$ cat src/hdl/bsf_pkg.sv
// Shared types and constants for the byte-stuffing framer.
// No dependencies; imported by every module of the block.
`default_nettype none

package bsf_pkg;

  localparam logic [7:0] StartDelim = 8'h5B;  // '['
  localparam logic [7:0] EndDelim   = 8'h5D;  // ']'
  localparam logic [7:0] EscA       = 8'h5A;
  localparam logic [7:0] EscC       = 8'h5C;
  localparam logic [7:0] CodeSelf   = 8'h00;  // follows 0x5A / 0x5C
  localparam logic [7:0] CodeDec    = 8'h01;  // follows decremented 0x5B / 0x5D

  localparam int unsigned MaxBytes      = 4;
  localparam int unsigned QueueDepthDef = 4;

  // One classified input beat: up to four output bytes in emit order.
  typedef struct packed {
    logic [MaxBytes-1:0][7:0] bytes;
    logic [1:0]               last_idx;  // index of the final byte
    logic                     has_end;   // final byte is the end delimiter
  } bsf_desc_t;

endpackage

`default_nettype wire

$ cat src/hdl/bsf_front.sv
// Front end: classifies one input beat into an output-byte descriptor.
// Depends on bsf_pkg.
`default_nettype none

module bsf_front (
  input  logic [7:0]        data_byte_i,
  input  logic              first_of_packet_i,
  input  logic              last_of_packet_i,
  output bsf_pkg::bsf_desc_t desc_o
);
  import bsf_pkg::*;

  logic       esc_self;
  logic       esc_dec;
  logic       two;
  logic [1:0] pos;

  always_comb begin
    esc_self = (data_byte_i == EscA) || (data_byte_i == EscC);
    esc_dec  = (data_byte_i == StartDelim) || (data_byte_i == EndDelim);
    two      = esc_self || esc_dec;
    pos      = {1'b0, first_of_packet_i};

    desc_o = '0;
    if (first_of_packet_i) begin
      desc_o.bytes[0] = StartDelim;
    end
    desc_o.bytes[pos] = esc_dec ? (data_byte_i - 8'd1) : data_byte_i;
    if (two) begin
      desc_o.bytes[pos + 2'd1] = esc_self ? CodeSelf : CodeDec;
    end
    if (last_of_packet_i) begin
      desc_o.bytes[pos + {1'b0, two} + 2'd1] = EndDelim;
    end
    desc_o.last_idx = pos + {1'b0, two} + {1'b0, last_of_packet_i};
    desc_o.has_end  = last_of_packet_i;
  end

endmodule

`default_nettype wire

$ cat src/hdl/bsf_queue.sv
// Short descriptor queue between front and back end, built from flops.
// Depends on bsf_pkg.
`default_nettype none

module bsf_queue #(
  parameter int unsigned Depth = bsf_pkg::QueueDepthDef
) (
  input  logic               clk_i,
  input  logic               rst_ni,
  input  logic               wr_i,
  input  bsf_pkg::bsf_desc_t wr_desc_i,
  output logic               full_o,
  input  logic               rd_i,
  output logic               valid_o,
  output bsf_pkg::bsf_desc_t rd_desc_o
);
  import bsf_pkg::*;

  localparam int unsigned PtrW = (Depth > 1) ? $clog2(Depth) : 1;
  localparam int unsigned CntW = $clog2(Depth + 1);

  bsf_desc_t          mem_q [Depth];
  logic [PtrW-1:0]    wr_ptr_q, wr_ptr_d;
  logic [PtrW-1:0]    rd_ptr_q, rd_ptr_d;
  logic [CntW-1:0]    cnt_q, cnt_d;
  logic               do_wr, do_rd;

  assign full_o    = (cnt_q == CntW'(Depth));
  assign valid_o   = (cnt_q != '0);
  assign rd_desc_o = mem_q[rd_ptr_q];
  assign do_wr     = wr_i && !full_o;
  assign do_rd     = rd_i && valid_o;

  always_comb begin
    wr_ptr_d = wr_ptr_q;
    rd_ptr_d = rd_ptr_q;
    cnt_d    = cnt_q;
    if (do_wr) begin
      wr_ptr_d = (wr_ptr_q == PtrW'(Depth - 1)) ? '0 : wr_ptr_q + 1'b1;
    end
    if (do_rd) begin
      rd_ptr_d = (rd_ptr_q == PtrW'(Depth - 1)) ? '0 : rd_ptr_q + 1'b1;
    end
    if (do_wr && !do_rd) begin
      cnt_d = cnt_q + 1'b1;
    end else if (do_rd && !do_wr) begin
      cnt_d = cnt_q - 1'b1;
    end
  end

  always_ff @(posedge clk_i or negedge rst_ni) begin
    if (!rst_ni) begin
      wr_ptr_q <= '0;
      rd_ptr_q <= '0;
      cnt_q    <= '0;
    end else begin
      wr_ptr_q <= wr_ptr_d;
      rd_ptr_q <= rd_ptr_d;
      cnt_q    <= cnt_d;
    end
  end

  always_ff @(posedge clk_i) begin
    if (do_wr) begin
      mem_q[wr_ptr_q] <= wr_desc_i;
    end
  end

endmodule

`default_nettype wire

$ cat src/hdl/bsf_back.sv
// Back end: walks one descriptor into the output register a byte per cycle unless a held output byte is not popped.
// Depends on bsf_pkg.
`default_nettype none

module bsf_back (
  input  logic               clk_i,
  input  logic               rst_ni,
  input  logic               desc_valid_i,
  input  bsf_pkg::bsf_desc_t desc_i,
  output logic               desc_pop_o,
  output logic               empty,
  input  logic               pop,
  output logic [7:0]         out_byte_o,
  output logic               run_end_o,
  output logic               packet_end_o
);
  import bsf_pkg::*;

  logic       out_vld_q;
  logic [7:0] out_byte_q;
  logic       run_end_q, packet_end_q;
  logic [1:0] idx_q, idx_d;
  logic       load, at_last;

  // Output slot frees when empty or being drained this cycle.
  assign load       = desc_valid_i && (!out_vld_q || pop);
  assign at_last    = (idx_q == desc_i.last_idx);
  assign desc_pop_o = load && at_last;
  assign idx_d      = at_last ? 2'd0 : idx_q + 2'd1;

  always_ff @(posedge clk_i or negedge rst_ni) begin
    if (!rst_ni) begin
      out_vld_q <= 1'b0;
      idx_q     <= '0;
    end else begin
      if (load) begin
        out_vld_q <= 1'b1;
        idx_q     <= idx_d;
      end else if (pop) begin
        out_vld_q <= 1'b0;
      end
    end
  end

  always_ff @(posedge clk_i) begin
    if (load) begin
      out_byte_q   <= desc_i.bytes[idx_q];
      run_end_q    <= at_last;
      packet_end_q <= at_last && desc_i.has_end;
    end
  end

  assign empty        = !out_vld_q;
  assign out_byte_o   = out_byte_q;
  assign run_end_o    = run_end_q;
  assign packet_end_o = packet_end_q;

endmodule

`default_nettype wire

$ cat src/hdl/byte_stuffing_framer.sv
// Top level of the byte-stuffing packet framer.
// Depends on bsf_pkg, bsf_front, bsf_queue and bsf_back.
// Usage:
//   Input side is a queue write port: present data_byte_i with the
//   first/last flags and raise push; the beat is taken at a clock edge
//   where push is high and full is low.
//   Output side is a queue read port: while empty is low, out_byte_o,
//   run_end_o and packet_end_o show the oldest framed byte; pop takes it.
//   Each input beat yields 1 to 4 output bytes: optional '[' start
//   delimiter, the stuffed byte (0x5A/0x5C -> byte,0x00; 0x5B/0x5D ->
//   byte-1,0x01), optional ']' end delimiter. run_end_o marks the last
//   byte of each beat, packet_end_o marks the end delimiter.
//   The first output byte of a beat goes through the descriptor queue and
//   then the output register when the back end is idle.
//   Throughput: the back end emits one byte per cycle while the receiver
//   keeps popping, so a beat takes one output slot per byte. Input beats keep
//   being taken back to back while the descriptor queue (QueueDepth
//   entries) has room.
//   Reset empties the queue and the output register. A stalled receiver
//   holds the output byte; the queue fills and then full rises.
`default_nettype none

module byte_stuffing_framer #(
  parameter int unsigned QueueDepth = bsf_pkg::QueueDepthDef
) (
  input  logic       clk_i,
  input  logic       rst_ni,
  input  logic       push,
  output logic       full,
  input  logic [7:0] data_byte_i,
  input  logic       first_of_packet_i,
  input  logic       last_of_packet_i,
  output logic       empty,
  input  logic       pop,
  output logic [7:0] out_byte_o,
  output logic       run_end_o,
  output logic       packet_end_o
);
  import bsf_pkg::*;

  bsf_desc_t front_desc;
  bsf_desc_t q_desc;
  logic      q_valid;
  logic      q_pop;

  bsf_front u_front (
    .data_byte_i      (data_byte_i),
    .first_of_packet_i(first_of_packet_i),
    .last_of_packet_i (last_of_packet_i),
    .desc_o           (front_desc)
  );

  bsf_queue #(
    .Depth(QueueDepth)
  ) u_queue (
    .clk_i    (clk_i),
    .rst_ni   (rst_ni),
    .wr_i     (push),
    .wr_desc_i(front_desc),
    .full_o   (full),
    .rd_i     (q_pop),
    .valid_o  (q_valid),
    .rd_desc_o(q_desc)
  );

  bsf_back u_back (
    .clk_i       (clk_i),
    .rst_ni      (rst_ni),
    .desc_valid_i(q_valid),
    .desc_i      (q_desc),
    .desc_pop_o  (q_pop),
    .empty       (empty),
    .pop         (pop),
    .out_byte_o  (out_byte_o),
    .run_end_o   (run_end_o),
    .packet_end_o(packet_end_o)
  );

endmodule

`default_nettype wire
$ cat config.mk
export PLATFORM = sky130hd
export DESIGN_NAME = byte_stuffing_framer
export DESIGN_NICKNAME = d
export VERILOG_FILES = /design/src/hdl/bsf_pkg.sv /design/src/hdl/bsf_front.sv /design/src/hdl/bsf_queue.sv /design/src/hdl/bsf_back.sv /design/src/hdl/byte_stuffing_framer.sv
export SDC_FILE = /design/constraint.sdc
export NUM_CORES = 1
export LEC_CHECK = 0
export BUFFER_PORTS_ARGS = -buffer_cell sky130_fd_sc_hd__buf_4
export CORE_ASPECT_RATIO = 1.2
export CORE_MARGIN = 2
export CORE_UTILIZATION = 25
export CTS_CLUSTER_DIAMETER = 120
export DETAILED_ROUTE_END_ITERATION = 8
export PLACE_DENSITY = 0.44
export SLEW_MARGIN = 0
export SYNTH_ARGS = -nofsm -noshare
export SYNTH_HDL_FRONTEND = slang
export SYNTH_HIERARCHICAL = 1
export SYNTH_SLANG_ARGS = --single-unit
$ cat constraint.sdc
create_clock -name clk_i -period 4.1 [get_ports clk_i]
set_input_delay 0.615 -clock clk_i [delete_from_list [all_inputs] [get_ports clk_i]]
set_output_delay 0.615 -clock clk_i [all_outputs]
set_load 0.005 [all_outputs]
* Word level (Yosys, flattened, before mapping)
Memories as Yosys holds them, arrays and structs flattened. Cells that the tools add are included.
Operators by class: bitwise logic cells 3, muxes and demuxes 24, eq/ne operators 8, reductions and logical operators 21, add/subtract/negate cells 10, magnitude comparators 7
Operator list (count):
- $bwmux 32 | 2
- $mux 32 | 2
- $mux 8 | 5
- $demux 8 s2 | 2
- $eq 8x7->1 const B | 4
- $or 20x20->20 | 1
- $bmux 8 s2 | 1
- $and 12x12->12 | 1
- $not 12->12 | 1
- $logic_and 1x1->1 | 10
- $lt 2x3->1 const B | 3
- $add 2x1->2 const B | 4
- $demux 8 s1 | 1
- $sub 8x1->8 const B | 1
- $mux 7 | 1
- $mux 2 | 3
- $mux 3 | 2
- $mux 1 | 5
- $eq 2x2->1 const B | 2
- $ge 2x1->1 const B | 2
- $logic_not 1->1 | 4
- $logic_or 1x1->1 | 4
- $reduce_bool 2->1 | 2
- $add 3x1->3 const B | 1
- other kinds (9) | 9
Word-level totals: RAM bits 140, memories kept 1, logic and storage cells 82, bits in registers 20, output and inout bits 12
Memory list:
- u_queue.mem_q | words 4, bits a word 35, read ports 1, clocked after Yosys merged registers in 0, write ports 1, line bsf_queue.sv:22 | bsf_desc_t mem_q [Depth];

* Logic depth before layout (Yosys ltp)
depth in word-level cells 12, depth in mapped cells 12

* Hierarchy
The synthesis kept the hierarchy.
Modules (own cells, without submodules):
- bsf_queue | cells each 220, instances 1, area each 5561.6 um^2
- bsf_back | cells each 40, instances 1, area each 679.4 um^2
- bsf_front | cells each 74, instances 1, area each 573.0 um^2

* Least setup slack after synthesis
No wires, ideal clock.
kind register -> register, start point reg u_queue.rd_ptr_q[0], end point reg u_queue.cnt_q[1], data required time 3.975 ns, arrival 2.544 ns, library setup time 0.125 ns, period minus slack after synthesis 2.669 ns, buffers on the path 1, cell stages (with the launch flop) 11, slack 1.431 ns, cell sequence dfrtp_1 > buf_6 > mux4_1 > xor2_1 > nor2_1 > and2_1 > nand2_4 > ha_1 > inv_1 > fa_1 > mux2_2
RTL lines:
- start, declared | line bsf_queue.sv:24 | logic [PtrW-1:0] rd_ptr_q, rd_ptr_d;
- start signal, assigned | line bsf_queue.sv:58 | rd_ptr_q <= rd_ptr_d;
- end signal, assigned | line bsf_queue.sv:59 | cnt_q <= cnt_d;
- end, declared | line bsf_queue.sv:25 | logic [CntW-1:0] cnt_q, cnt_d;

==> impl_results.md <==
* Status: finished, final reports clean
* Setup repair after global routing missed its margin: no
* Number of iterations in the first detailed-routing pass at 4
* Largest net degree at the start of global routing at 36
* Fin worst setup slack at 1.184 ns
* Cells after synthesis at 334
* DRC viols at 0
* Starting Density at 25.31%
* Starting DRT DRC Count at 155
* Root buf cell: clkbuf_16
* Postcts setup bufs at 0
* GR Util met1 at 11.74%
* Req. time, crit path at 4.40 ns
* DRT antenna net count at 0
* Share of post-route cells with drive strength above 1 at approximately 30%
* TritonCTS clock tree: built
* Rows at 66
* # clock sinks at 160
* Final core occ at 29.21%
* H-tree levels at 4
* Yosys reg bits at 160
* Die ar. at 0.02860 mm^2
* Die H at 184.9 um
* Setup TNS at 0 ns
* Maximum vdd ir drop at 0.2713 mV
* Filler cells at 2,672
* Gpl congestion at 0.7274
* Fin crit share at between 70% and 80%
* Slew at the pin closest to its max-slew limit at ~1.1 ns
* DPL Wire Length at 8.142 mm
* Vias in the first global route at 3,318
* CTS buffer count at 17
* Placed Cells at 683
* Layout Skew at ~0.0081 ns
* Synth unique cells at 49
* Clk Latency, worst-skew pair at ~0.41 ns
* CTS clk-pin slew, worst paths at 0.06 ns
* Busiest grt layer: met2
* Met3 Use GR at 1.989%
* DR vias at 3,046
* Max clock buf depth at 2
* Post-route minimum period at approximately 2.9 ns
* DP Worst Slack at 0.8286 ns
* Async S/R FF share, synth at 6.250%
* Setup CP Type: reg2reg
* Area delta synth->final at 15.39%
* Fin cells at 715
* Worst Hold Class: in2async
* Inserted Diodes at 0
* Total Nets Final at 391
* Ports at 26
* PortBufs at 25
* Hold Vio Cnt, Final at 0
* Die X at 154.7 um
* CP Launch Type: flip-flop
* R2R setup slack at 1.18 ns
* Global-route wire length before repair at 20.00 mm
* Mapped Area at 0.006814 mm^2
* Routed wire length at 12.97 mm
* Multi-input gate area at 0.001813 mm^2
* Synth Flop Type: edfxtp_1
* DR WL/cell at 18.13 um
* Placed Area at 0.007268 mm^2
* Slew headroom at 28.09%
* Leakage Power at 2.667 nW
* Number of flops mapped to enable cells by yosys at 150
* FF/Latch Area at between 0.004 and 0.005 mm^2
* Maximum clock frequency at about 340 MHz
* CP Capture Type: flip-flop
* Overflow after GRT at 0
* Arr. time, crit path at 3.22 ns
* Initial antenna violation count at 0
* Met2 usage at about 17%
* Worst-path fanout max at 9
* Finish-stage setup viols at 0
* Seq/Total Area, Yosys at 69.78%
* Syn_area_per_cell at 20.40 um^2
* PostCTS Resize Cnt at 0
* Final instance area at 0.007863 mm^2
* Hold buffers post-CTS at 0
* Slew Limit Fails at 0
* Max-cap check violation count at 0
* Synth warn at 6
* Core Area at 0.02692 mm^2
* Power per standard cell area at 695.9 mW/mm^2
* Global-route usage over all layers at under 10%
* Via density at 4.260
## cell usage in the layout, fill, tap and decap left out, types with 6 or more instances in the layout
| cell type | n |
|---|---|
| edfxtp_1 | 150 |
| clkbuf_16 | 17 |
| and2_1 | 6 |
| conb_1 | 6 |
| inv_1 | 13 |
| dfrtp_1 | 9 |
| ha_1 | 13 |
| mux4_1 | 8 |
| nand2_1 | 8 |
| mux4_2 | 35 |
| buf_4 | 30 |
## kinds of logic (layout without fill, tap and decap cells)
group,count (synthesis),in the layout,share of synthesized area [%]
flip-flops,160,160,69.78
AO/OA/AOI/OAI,18,18,2.020
buffers and inverters,39,75,4.058
XOR/XNOR,6,6,0.7712
other,1,6,0.05503
AND/OR/NAND/NOR,43,43,4.187
multiplexers,52,52,16.16
adder cells (fa/ha/maj),15,15,2.975
## worst paths after layout
| kind | startpoint | to | depth (start not counted) |
|---|---|---|---|
| worst max-delay path | u_queue/rd_ptr_q[0] | u_queue/cnt_q[1] | 9 |
| worst min register to register | u_queue/cnt_q[2] | u_queue/cnt_q[2] | 1 |
| max in group asynchronous | rst_ni | u_queue/rd_ptr_q[0] | 1 |
| min in group clk_i | last_of_packet_i | u_queue/mem_q[3][0] | 1 |
| worst max register to register | u_queue/rd_ptr_q[0] | u_queue/cnt_q[1] | 9 |
| worst min-delay path | rst_ni | u_queue/cnt_q[2] | 1 |
## Yosys cell counts, types with 2 or more instances
master,n,area share [%]
a21o_1,2,0.22
a21oi_1,2,0.15
and2_1,9,0.83
and3_2,2,0.22
buf_12,3,0.88
buf_2,5,0.37
buf_4,14,1.5
buf_6,3,0.50
dfrtp_1,10,3.7
edfxtp_1,150,66
fa_1,2,0.59
ha_1,13,2.4
inv_1,13,0.72
mux2_1,3,0.50
mux2_2,3,0.50
mux2i_1,2,0.29
mux4_1,8,3.1
mux4_2,35,12
nand2_1,8,0.44
nand2b_1,5,0.46
nor2_1,6,0.33
o21ai_0,3,0.22
o21bai_1,3,0.33
xnor2_1,2,0.26
xor2_1,4,0.51
## per-layer routing
metal,vias up,routed length [um]
met5,-,0
met4,0,196
met3,9,244
met2,39,6800
met1,1626,5724
li1,1372,-
## power breakdown
group / switching (W) / internal (W)
Sequential: 0.000184 / 0.00225
Clock: 0.000610 / 0.000959
Combinational: 0.000734 / 0.000738
Total: 0.00153 / 0.00394
## per-stage QoR
step	power [W]	hold WS [ns]
floorplan	0.003541	0.3194
CTS	0.005589	0.002270
global route	0.005770	0.01052
finish	0.005471	0.02457
detailed placement	0.004006	0.4580
global placement	0.003975	0.4590
## cell type report
class,instances,share of cell area [%]
sequential,160,60.49
multi-input combinational,140,23.06
timing repair buffer,30,2.864
tap,340,5.411
clock inverter,13,2.053
inverter,13,0.6206
clock buffer,19,5.506
## worst max-delay path, stage by stage (launching register included)
cell,delay (ns)
dfrtp_2,0.55
mux4_1,0.64
xor2_1,0.18
nor2_1,0.22
and2_1,0.19
nand2_4,0.07
ha_1,0.20
inv_1,0.07
fa_1,0.41
mux2_2,0.27
## state kept, by name (all words and copies together), names as in the netlist
| signal | count |
|---|---|
| u_back/idx_q | 2 |
| u_queue/rd_ptr_q | 2 |
| u_back/out_vld_q | 1 |
| u_back/run_end_o | 1 |
| u_queue/mem_q | 140 |
| u_queue/wr_ptr_q | 2 |
| u_back/out_byte_o | 8 |
| u_back/packet_end_o | 1 |
| u_queue/cnt_q | 3 |
No activity file was read; power rests on OpenSTA's default activity.
